`src/rtl/ctc_gld_pkg.sv`:
```
// Shared types and constants of the CTC greedy label decoder.
// No dependencies; imported by every module of the block.
package ctc_gld_pkg;

    localparam int NUM_CLASSES_DEF = 76;
    localparam int MAX_CHARS_DEF   = 16;
    localparam int SCORE_WIDTH_DEF = 16;

    localparam int LABEL_W = 7;
    localparam int POS_W   = 4;
    localparam int COUNT_W = 5;

    localparam logic [LABEL_W-1:0] LABEL_BLANK = 7'd0;
    localparam logic [LABEL_W-1:0] LABEL_SPACE = 7'd1;

    localparam logic KIND_CHAR    = 1'b0;
    localparam logic KIND_SUMMARY = 1'b1;

    // Result queue: room for two words is needed before a word is taken.
    localparam int QUEUE_DEPTH = 4;
    localparam int QPTR_W      = 2;
    localparam int QCNT_W      = 3;

    typedef struct packed {
        logic               found;
        logic [LABEL_W-1:0] label;
    } row_win_t;

    typedef struct packed {
        logic               kind;
        logic [LABEL_W-1:0] label;
        logic [POS_W-1:0]   position;
        logic [COUNT_W-1:0] count;
        logic               overflow;
        logic               last;
    } res_meta_t;

endpackage

```
`src/rtl/ctc_greedy_label_decoder.sv`:
```
// CTC greedy label decoder.
// Input stream: one class score per word in s_tdata, classes of a row in
// index order; s_tlast marks the last score of a row, s_tuser (with
// s_tlast) marks the last row of a frame.
// Output stream: m_tuser low is a character word (label, row maximum,
// slot, count so far); m_tuser high is the end-of-frame summary (count,
// overflow flag). m_tlast marks the last word caused by one input word.
// Throughput: one input word per clock while s_tready is high. The row
// max/argmax update and the collapse decision are combinational from the
// accepted word into a four-word result queue, so a result word is queued,
// with m_tvalid high, in the cycle after the row-end word is taken. A frame-end
// row with a character gives two words, one per cycle while m_tready is high.
// s_tready is high while the queue has room for two words; when the
// receiver stalls the queue fills and s_tready drops, and no word is lost.
// Reset (aresetn low, synchronous) clears the row maximum, the repeat
// history, the character count and empties the queue.
// Depends on ctc_gld_pkg, ctc_gld_row_max, ctc_gld_collapse, ctc_gld_out_queue.
module ctc_greedy_label_decoder #(
    parameter int NUM_CLASSES = ctc_gld_pkg::NUM_CLASSES_DEF,
    parameter int MAX_CHARS   = ctc_gld_pkg::MAX_CHARS_DEF,
    parameter int SCORE_WIDTH = ctc_gld_pkg::SCORE_WIDTH_DEF,
    localparam int S_TDATA_W  = ((SCORE_WIDTH + 7) / 8) * 8,
    localparam int M_FIELDS_W = ctc_gld_pkg::LABEL_W + SCORE_WIDTH
                                + ctc_gld_pkg::POS_W + ctc_gld_pkg::COUNT_W + 1,
    localparam int M_TDATA_W  = ((M_FIELDS_W + 7) / 8) * 8
) (
    input  logic                 aclk,
    input  logic                 aresetn,
    input  logic                 s_tvalid,
    output logic                 s_tready,
    input  logic [S_TDATA_W-1:0] s_tdata,  // class_score
    input  logic                 s_tlast,  // row_end
    input  logic                 s_tuser,  // frame_end
    output logic                 m_tvalid,
    input  logic                 m_tready,
    output logic [M_TDATA_W-1:0] m_tdata,  // label_index, label_score, position,
                                           // char_count, overflow
    output logic                 m_tlast,  // last
    output logic                 m_tuser   // kind
);
    import ctc_gld_pkg::*;

    logic                          accept;
    logic signed [SCORE_WIDTH-1:0] score;
    row_win_t                      win;
    logic signed [SCORE_WIDTH-1:0] win_score;
    logic                          char_valid, sum_valid, room, out_valid;
    res_meta_t                     char_meta, sum_meta, out_meta;
    logic signed [SCORE_WIDTH-1:0] out_score;

    assign score    = s_tdata[SCORE_WIDTH-1:0];
    assign s_tready = room;
    assign accept   = s_tvalid && room;

    ctc_gld_row_max #(
        .NUM_CLASSES(NUM_CLASSES),
        .SCORE_WIDTH(SCORE_WIDTH)
    ) u_row_max (
        .aclk     (aclk),
        .aresetn  (aresetn),
        .accept   (accept),
        .score    (score),
        .row_end  (s_tlast),
        .win      (win),
        .win_score(win_score)
    );

    ctc_gld_collapse #(
        .MAX_CHARS(MAX_CHARS)
    ) u_collapse (
        .aclk      (aclk),
        .aresetn   (aresetn),
        .accept    (accept),
        .row_end   (s_tlast),
        .frame_end (s_tuser),
        .win       (win),
        .char_valid(char_valid),
        .char_meta (char_meta),
        .sum_valid (sum_valid),
        .sum_meta  (sum_meta)
    );

    ctc_gld_out_queue #(
        .SCORE_WIDTH(SCORE_WIDTH)
    ) u_out_queue (
        .aclk      (aclk),
        .aresetn   (aresetn),
        .char_valid(char_valid),
        .char_meta (char_meta),
        .char_score(win_score),
        .sum_valid (sum_valid),
        .sum_meta  (sum_meta),
        .room      (room),
        .out_valid (out_valid),
        .out_ready (m_tready),
        .out_meta  (out_meta),
        .out_score (out_score)
    );

    assign m_tvalid = out_valid;
    assign m_tdata  = M_TDATA_W'({out_meta.overflow, out_meta.count, out_meta.position,
                                  out_score, out_meta.label});
    assign m_tlast  = out_meta.last;
    assign m_tuser  = out_meta.kind;

endmodule

```
`src/rtl/ctc_gld_row_max.sv`:
```
// Running strict maximum, from zero, and argmax over the class scores
// of one row; a tie keeps the lower class. Depends on ctc_gld_pkg.
module ctc_gld_row_max #(
    parameter int NUM_CLASSES = ctc_gld_pkg::NUM_CLASSES_DEF,
    parameter int SCORE_WIDTH = ctc_gld_pkg::SCORE_WIDTH_DEF
) (
    input  logic                          aclk,
    input  logic                          aresetn,
    input  logic                          accept,
    input  logic signed [SCORE_WIDTH-1:0] score,
    input  logic                          row_end,
    output ctc_gld_pkg::row_win_t         win,
    output logic signed [SCORE_WIDTH-1:0] win_score
);
    import ctc_gld_pkg::*;

    localparam int CNT_W = $clog2(NUM_CLASSES + 1);

    logic signed [SCORE_WIDTH-1:0] max_reg, max_next, upd_max;
    logic [LABEL_W-1:0]            label_reg, label_next, upd_label;
    logic                          found_reg, found_next, upd_found;
    logic [CNT_W-1:0]              cnt_reg, cnt_next;
    logic                          take, better;

    always_comb begin
        take      = (cnt_reg < CNT_W'(NUM_CLASSES));
        better    = take && (max_reg < score);
        upd_max   = better ? score : max_reg;
        upd_label = better ? LABEL_W'(cnt_reg) : label_reg;
        upd_found = found_reg | better;

        max_next   = max_reg;
        label_next = label_reg;
        found_next = found_reg;
        cnt_next   = cnt_reg;
        if (accept) begin
            if (row_end) begin
                max_next   = '0;
                label_next = '0;
                found_next = 1'b0;
                cnt_next   = '0;
            end else begin
                max_next   = upd_max;
                label_next = upd_label;
                found_next = upd_found;
                cnt_next   = take ? cnt_reg + CNT_W'(1) : cnt_reg;
            end
        end
    end

    assign win.found = upd_found;
    assign win.label = upd_label;
    assign win_score = upd_max;

    always_ff @(posedge aclk) begin
        if (!aresetn) begin
            max_reg   <= '0;
            label_reg <= '0;
            found_reg <= 1'b0;
            cnt_reg   <= '0;
        end else begin
            max_reg   <= max_next;
            label_reg <= label_next;
            found_reg <= found_next;
            cnt_reg   <= cnt_next;
        end
    end

endmodule

```
`src/rtl/ctc_gld_collapse.sv`:
```
// Greedy CTC collapse: drops blank, space and repeats, counts characters
// and builds the character and end-of-frame words. Depends on ctc_gld_pkg.
module ctc_gld_collapse #(
    parameter int MAX_CHARS = ctc_gld_pkg::MAX_CHARS_DEF
) (
    input  logic                   aclk,
    input  logic                   aresetn,
    input  logic                   accept,
    input  logic                   row_end,
    input  logic                   frame_end,
    input  ctc_gld_pkg::row_win_t  win,
    output logic                   char_valid,
    output ctc_gld_pkg::res_meta_t char_meta,
    output logic                   sum_valid,
    output ctc_gld_pkg::res_meta_t sum_meta
);
    import ctc_gld_pkg::*;

    logic [COUNT_W-1:0] kept_reg, kept_next, kept_after;
    logic               ovf_reg, ovf_next, ovf_after;
    logic [LABEL_W-1:0] prev_reg, prev_next;
    logic               prev_valid_reg, prev_valid_next;
    logic               row_done, is_repeat, is_char, room;

    always_comb begin
        row_done   = accept && row_end;
        is_repeat  = prev_valid_reg && (prev_reg == win.label);
        is_char    = row_done && win.found && (win.label != LABEL_BLANK)
                     && (win.label != LABEL_SPACE) && !is_repeat;
        room       = (kept_reg < COUNT_W'(MAX_CHARS));
        char_valid = is_char && room;
        sum_valid  = row_done && frame_end;
        kept_after = char_valid ? kept_reg + COUNT_W'(1) : kept_reg;
        ovf_after  = ovf_reg || (is_char && !room);

        char_meta.kind     = KIND_CHAR;
        char_meta.label    = win.label;
        char_meta.position = POS_W'(kept_reg);
        char_meta.count    = kept_after;
        char_meta.overflow = 1'b0;
        char_meta.last     = !frame_end;

        sum_meta.kind      = KIND_SUMMARY;
        sum_meta.label     = '0;
        sum_meta.position  = '0;
        sum_meta.count     = kept_after;
        sum_meta.overflow  = ovf_after;
        sum_meta.last      = 1'b1;

        kept_next       = kept_reg;
        ovf_next        = ovf_reg;
        prev_next       = prev_reg;
        prev_valid_next = prev_valid_reg;
        if (sum_valid) begin
            // frame done: back to a clean frame
            kept_next       = '0;
            ovf_next        = 1'b0;
            prev_next       = '0;
            prev_valid_next = 1'b0;
        end else if (row_done) begin
            kept_next = kept_after;
            ovf_next  = ovf_after;
            if (win.found) begin
                prev_next       = win.label;
                prev_valid_next = 1'b1;
            end
        end
    end

    always_ff @(posedge aclk) begin
        if (!aresetn) begin
            kept_reg       <= '0;
            ovf_reg        <= 1'b0;
            prev_reg       <= '0;
            prev_valid_reg <= 1'b0;
        end else begin
            kept_reg       <= kept_next;
            ovf_reg        <= ovf_next;
            prev_reg       <= prev_next;
            prev_valid_reg <= prev_valid_next;
        end
    end

endmodule

```
`src/rtl/ctc_gld_out_queue.sv`:
```
// Result queue: takes up to two words a cycle, hands out one word a cycle
// while out_ready is high. Depends on ctc_gld_pkg.
module ctc_gld_out_queue #(
    parameter int SCORE_WIDTH = ctc_gld_pkg::SCORE_WIDTH_DEF
) (
    input  logic                          aclk,
    input  logic                          aresetn,
    input  logic                          char_valid,
    input  ctc_gld_pkg::res_meta_t        char_meta,
    input  logic signed [SCORE_WIDTH-1:0] char_score,
    input  logic                          sum_valid,
    input  ctc_gld_pkg::res_meta_t        sum_meta,
    output logic                          room,
    output logic                          out_valid,
    input  logic                          out_ready,
    output ctc_gld_pkg::res_meta_t        out_meta,
    output logic signed [SCORE_WIDTH-1:0] out_score
);
    import ctc_gld_pkg::*;

    res_meta_t                     meta_mem  [QUEUE_DEPTH];
    logic signed [SCORE_WIDTH-1:0] score_mem [QUEUE_DEPTH];

    logic [QPTR_W-1:0] wr_ptr_reg, wr_ptr_next, rd_ptr_reg, rd_ptr_next, sum_addr;
    logic [QCNT_W-1:0] cnt_reg, cnt_next;
    logic [1:0]        n_push;
    logic              pop;

    always_comb begin
        n_push      = {1'b0, char_valid} + {1'b0, sum_valid};
        pop         = out_valid && out_ready;
        cnt_next    = cnt_reg + QCNT_W'(n_push) - QCNT_W'(pop);
        wr_ptr_next = wr_ptr_reg + QPTR_W'(n_push);
        rd_ptr_next = pop ? rd_ptr_reg + QPTR_W'(1) : rd_ptr_reg;
        sum_addr    = char_valid ? wr_ptr_reg + QPTR_W'(1) : wr_ptr_reg;
    end

    assign room      = (cnt_reg <= QCNT_W'(QUEUE_DEPTH - 2));
    assign out_valid = (cnt_reg != '0);
    assign out_meta  = meta_mem[rd_ptr_reg];
    assign out_score = score_mem[rd_ptr_reg];

    // character word goes in ahead of the summary of the same row
    always_ff @(posedge aclk) begin
        if (char_valid) begin
            meta_mem[wr_ptr_reg]  <= char_meta;
            score_mem[wr_ptr_reg] <= char_score;
        end
        if (sum_valid) begin
            meta_mem[sum_addr]  <= sum_meta;
            score_mem[sum_addr] <= '0;
        end
    end

    always_ff @(posedge aclk) begin
        if (!aresetn) begin
            wr_ptr_reg <= '0;
            rd_ptr_reg <= '0;
            cnt_reg    <= '0;
        end else begin
            wr_ptr_reg <= wr_ptr_next;
            rd_ptr_reg <= rd_ptr_next;
            cnt_reg    <= cnt_next;
        end
    end

endmodule

```
`config.mk`:
```
export PLATFORM = sky130hd
export DESIGN_NAME = ctc_greedy_label_decoder
export DESIGN_NICKNAME = d
export VERILOG_FILES = /design/src/rtl/ctc_gld_pkg.sv /design/src/rtl/ctc_greedy_label_decoder.sv /design/src/rtl/ctc_gld_row_max.sv /design/src/rtl/ctc_gld_collapse.sv /design/src/rtl/ctc_gld_out_queue.sv
export SDC_FILE = /design/constraint.sdc
export NUM_CORES = 1
export LEC_CHECK = 0
export BUFFER_PORTS_ARGS = -buffer_cell sky130_fd_sc_hd__buf_4
export CORE_ASPECT_RATIO = 1.4
export CORE_MARGIN = 2
export CORE_UTILIZATION = 55
export DETAILED_ROUTE_END_ITERATION = 16
export PLACE_DENSITY = 0.74
export SETUP_SLACK_MARGIN = 0.3
export SYNTH_ARGS = -nofsm -noshare
export SYNTH_HDL_FRONTEND = slang
export SYNTH_SLANG_ARGS = --single-unit
export TNS_END_PERCENT = 50
```
`constraint.sdc`:
```
create_clock -name aclk -period 5.8 [get_ports aclk]
set_input_delay 0.58 -clock aclk [delete_from_list [all_inputs] [get_ports aclk]]
set_output_delay 0.58 -clock aclk [all_outputs]
set_load 0.02 [all_outputs]
```
==> metrics.txt <==
Clock power frac 28.3%; first-pass GRT wire length 34600 µm; die area 17300 µm²; Hold Crit Endpoint u_out_queue.meta_mem[2][18]; Tot Pwr 4.03 mW; Sequential Power Share 42.7%; Ys Warns 0; asr flop ratio synth 0%; dpl hpwl 13700 µm; logic gate share of total power 28.9%; M2 GR Usage 44.2%; post_cts resized 0; CTS tree built; Die X-Extent 112 µm; max-cap violation count 0; Clock transition at path regs 0.07 ns; Worst-Margin Slew 0.973 ns; Worst Hold Margin 0.453 ns; Largest register FFs 76; fin util 63.1%; Worst Hold Depth 1; Setup TNS 0 ns; min Tclk post-route 4.80 ns; nature of the critical path endpoint flop; Core ar. 16000 µm²; Max Fclk 208 MHz; GRT Total Usage 25.3%; largest net degree at the start of global routing 52; Mapped Avg Cell Area 9.76 µm²; Hold Crit Start u_out_queue.meta_mem[2][18]; average wire per standard cell 18.2 µm; Switching Share 31.3%; Root Buffer clkbuf_16; Final Cycle Share 82.7%; drt total wl 21100 µm; CP max FO 10; gr ovfl total 0; final setup fails 0; reg2reg start u_row_max.max_reg[1]; GRT met1 Usage 31.1%; busiest grt layer met2; Peak supply drop 0.341 mV; initial antenna violation count 0; clk_skew 0.00806 ns; CTS Hold Bufs 0; RSZ-0062 raised after global routing false; Fin. Hold Viols 0; # clock sinks 194; mapped cell area 8950 µm²; CTS HTree Levels 4; vias in the first global route 6745; Max-slew headroom 35.0%; Cell Rows 55; 1st-iter DRT viols 375; Pint 2.77 mW; Final Max Tran Viols 0; class of the most critical setup path flop to flop; number of vias per cell 5.90; Finished Cell Area 10100 µm²; Placer Congestion 0.892; Reg2Reg Depth 16; Pre-antenna DRT Iters 5; Critical Path Start Type flop; IO buf count 58; worst hold path type flop to flop; Post-CTS Setup Inserts 0; grt met3 use 3.43%; top cell type's share of synthesized area 38.0%; Placed Area 9550 µm²; Synth area leaders dfxtp_1 (38%), mux4_2 (8.8%), a211oi_1 (8.1%); CP required 6.13 ns; critical path arrival 5.13 ns; Synth Register Bits 194; worst-skew pair later-pin latency 0.44 ns; drt drc 0; routed via count 6847; total I/O pin count 66; outcome complete, no violations; Fillers 1346; worst-case clock buffer depth 2; leakage 3.77 nW; Synth area leader dfxtp_1; RR Endpoint u_out_queue.cnt_reg[2]; number of synthesized flops with an enable pin 24; Yosys cell types 57; Sw Pwr 1.26 mW; setup slack, reg-to-reg 1.00 ns; pwr/cell area 398 nW/µm²; Die Height 155 µm; Total Nets Final 997; Post-synth top flop dfxtp_1; sequential cell area fraction in the yosys report 46.1%; ant diodes 0; antenna-violating nets left 0; Synth Instances 917; Layout area overhead 13.1%; layout cell share with drive strength beyond 1 17.0%; number of CTS-inserted buffers 17; Starting Density 55.8%
-- power groups by stage --
stage | combinational (mW) | clock, mW | sequential, mW
2_1_floorplan | 0.855 | 0 | 1.67
3_3_place_gp | 1.15 | 0 | 1.74
3_5_place_dp | 1.17 | 0 | 1.75
4_1_cts | 1.18 | 1.15 | 1.72
5_1_grt | 1.26 | 1.20 | 1.75
6_report | 1.17 | 1.14 | 1.72
-- cells by family (layout without fill, tap and decap cells) --
group,Yosys count,count (layout),share of synthesized area (%)
other,1,7,0.0419
adders and majority gates,27,27,3.86
xor gates and xnor gates,15,15,1.47
muxes,69,69,12.7
and+or+nand+nor,300,300,15.2
DFF,194,194,46.1
AOI/OAI and AO/OA,202,202,15.6
buffers and inverters,109,147,5.09
-- how the worst max path moves through the flow --
| stage | start | slack, ns | end | cells past startpoint |
|---|---|---|---|---|
| floorplan | s_tdata[15] | 0.96 | u_out_queue.cnt_reg[2] | 19 |
| global placement | s_tdata[15] | 0.86 | u_out_queue.cnt_reg[2] | 19 |
| detailed placement | s_tdata[15] | 0.76 | u_out_queue.cnt_reg[2] | 19 |
| CTS | u_row_max.max_reg[1] | 1.07 | u_out_queue.cnt_reg[2] | 16 |
| global route | u_row_max.max_reg[1] | 0.69 | u_out_queue.cnt_reg[2] | 16 |
| finish | u_row_max.max_reg[1] | 1.00 | u_out_queue.cnt_reg[2] | 16 |
-- synth_stat cells, types with 6 or more instances --
| cell | count |
|---|---|
| dfxtp_1 | 170 |
| nor2_1 | 164 |
| a211oi_1 | 96 |
| clkbuf_1 | 41 |
| inv_1 | 40 |
| nand2_1 | 40 |
| and2_1 | 37 |
| a21oi_1 | 36 |
| mux4_2 | 35 |
| mux2i_1 | 30 |
| o21ai_0 | 29 |
| ha_1 | 26 |
| edfxtp_1 | 24 |
| buf_2 | 16 |
| nand3_1 | 14 |
| a21o_1 | 10 |
| xnor2_1 | 9 |
| buf_4 | 7 |
| nor2b_1 | 7 |
| or2_2 | 7 |
| or3_1 | 7 |
| and3_1 | 6 |
| nor3_1 | 6 |
| xor2_1 | 6 |
-- final cells by class --
class / count / area (µm²) / share of cell area, %
sequential: 194 / 4130 / 40.8
timing repair buffer: 74 / 568 / 5.61
clock inverter: 5 / 41.3 / 0.408
clock buffer: 27 / 533 / 5.27
tap: 199 / 249 / 2.46
multi-input combinational: 620 / 4450 / 44.0
inverter: 41 / 154 / 1.52
-- placed cells by master, fill, tap and decap left out, types with 3 or more instances in the layout --
cell type and count:
nand2b_1 3, nor3_1 6, or2_2 7, conb_1 7
ha_1 26, inv_1 40, clkbuf_16 17, edfxtp_1 24
o21ai_0 29, a21oi_1 36, xnor2_1 9, mux2_2 4
a21o_1 10, mux4_2 35, nand3_1 14, xor2_1 6
or3_1 7, a211oi_1 96, mux2i_1 28, clkbuf_1 3
nand2_1 40, clkbuf_8 7, and2_1 37, nand4_1 4
nor2_1 164, buf_4 73, a211oi_4 4, nor2b_1 7
dfxtp_1 168, and3_1 6
-- routing by layer --
metal,wire length (µm),part of all wire [%],vias up
li1,-,-,3311
met1,9010,43,3273
met2,10600,50,216
met3,918,4.3,47
met4,546,2.6,0
met5,0,0,-
-- critical path, cell delays in order, from the launching register on --
cell       delay, ns
dfxtp_1         0.37
ha_1            0.24
a2111oi_1       0.58
o31ai_1         0.18
o211ai_1        0.51
nand2_2         0.31
a211oi_1        0.31
o31a_1          0.51
a21o_1          0.24
inv_2           0.05
ha_1            0.22
inv_1           0.07
ha_1            0.24
fa_1            0.44
xor2_1          0.16
xnor2_1         0.12
and2_1          0.14
-- stage by stage --
stage               setup WS [ns]  cells
finish                       1.00   1160
global route                0.690   1160
CTS                          1.07   1160
detailed placement          0.761   1128
global placement            0.860   1128
floorplan                   0.956    923
Note: power is estimated with default switching activity, not from simulation.
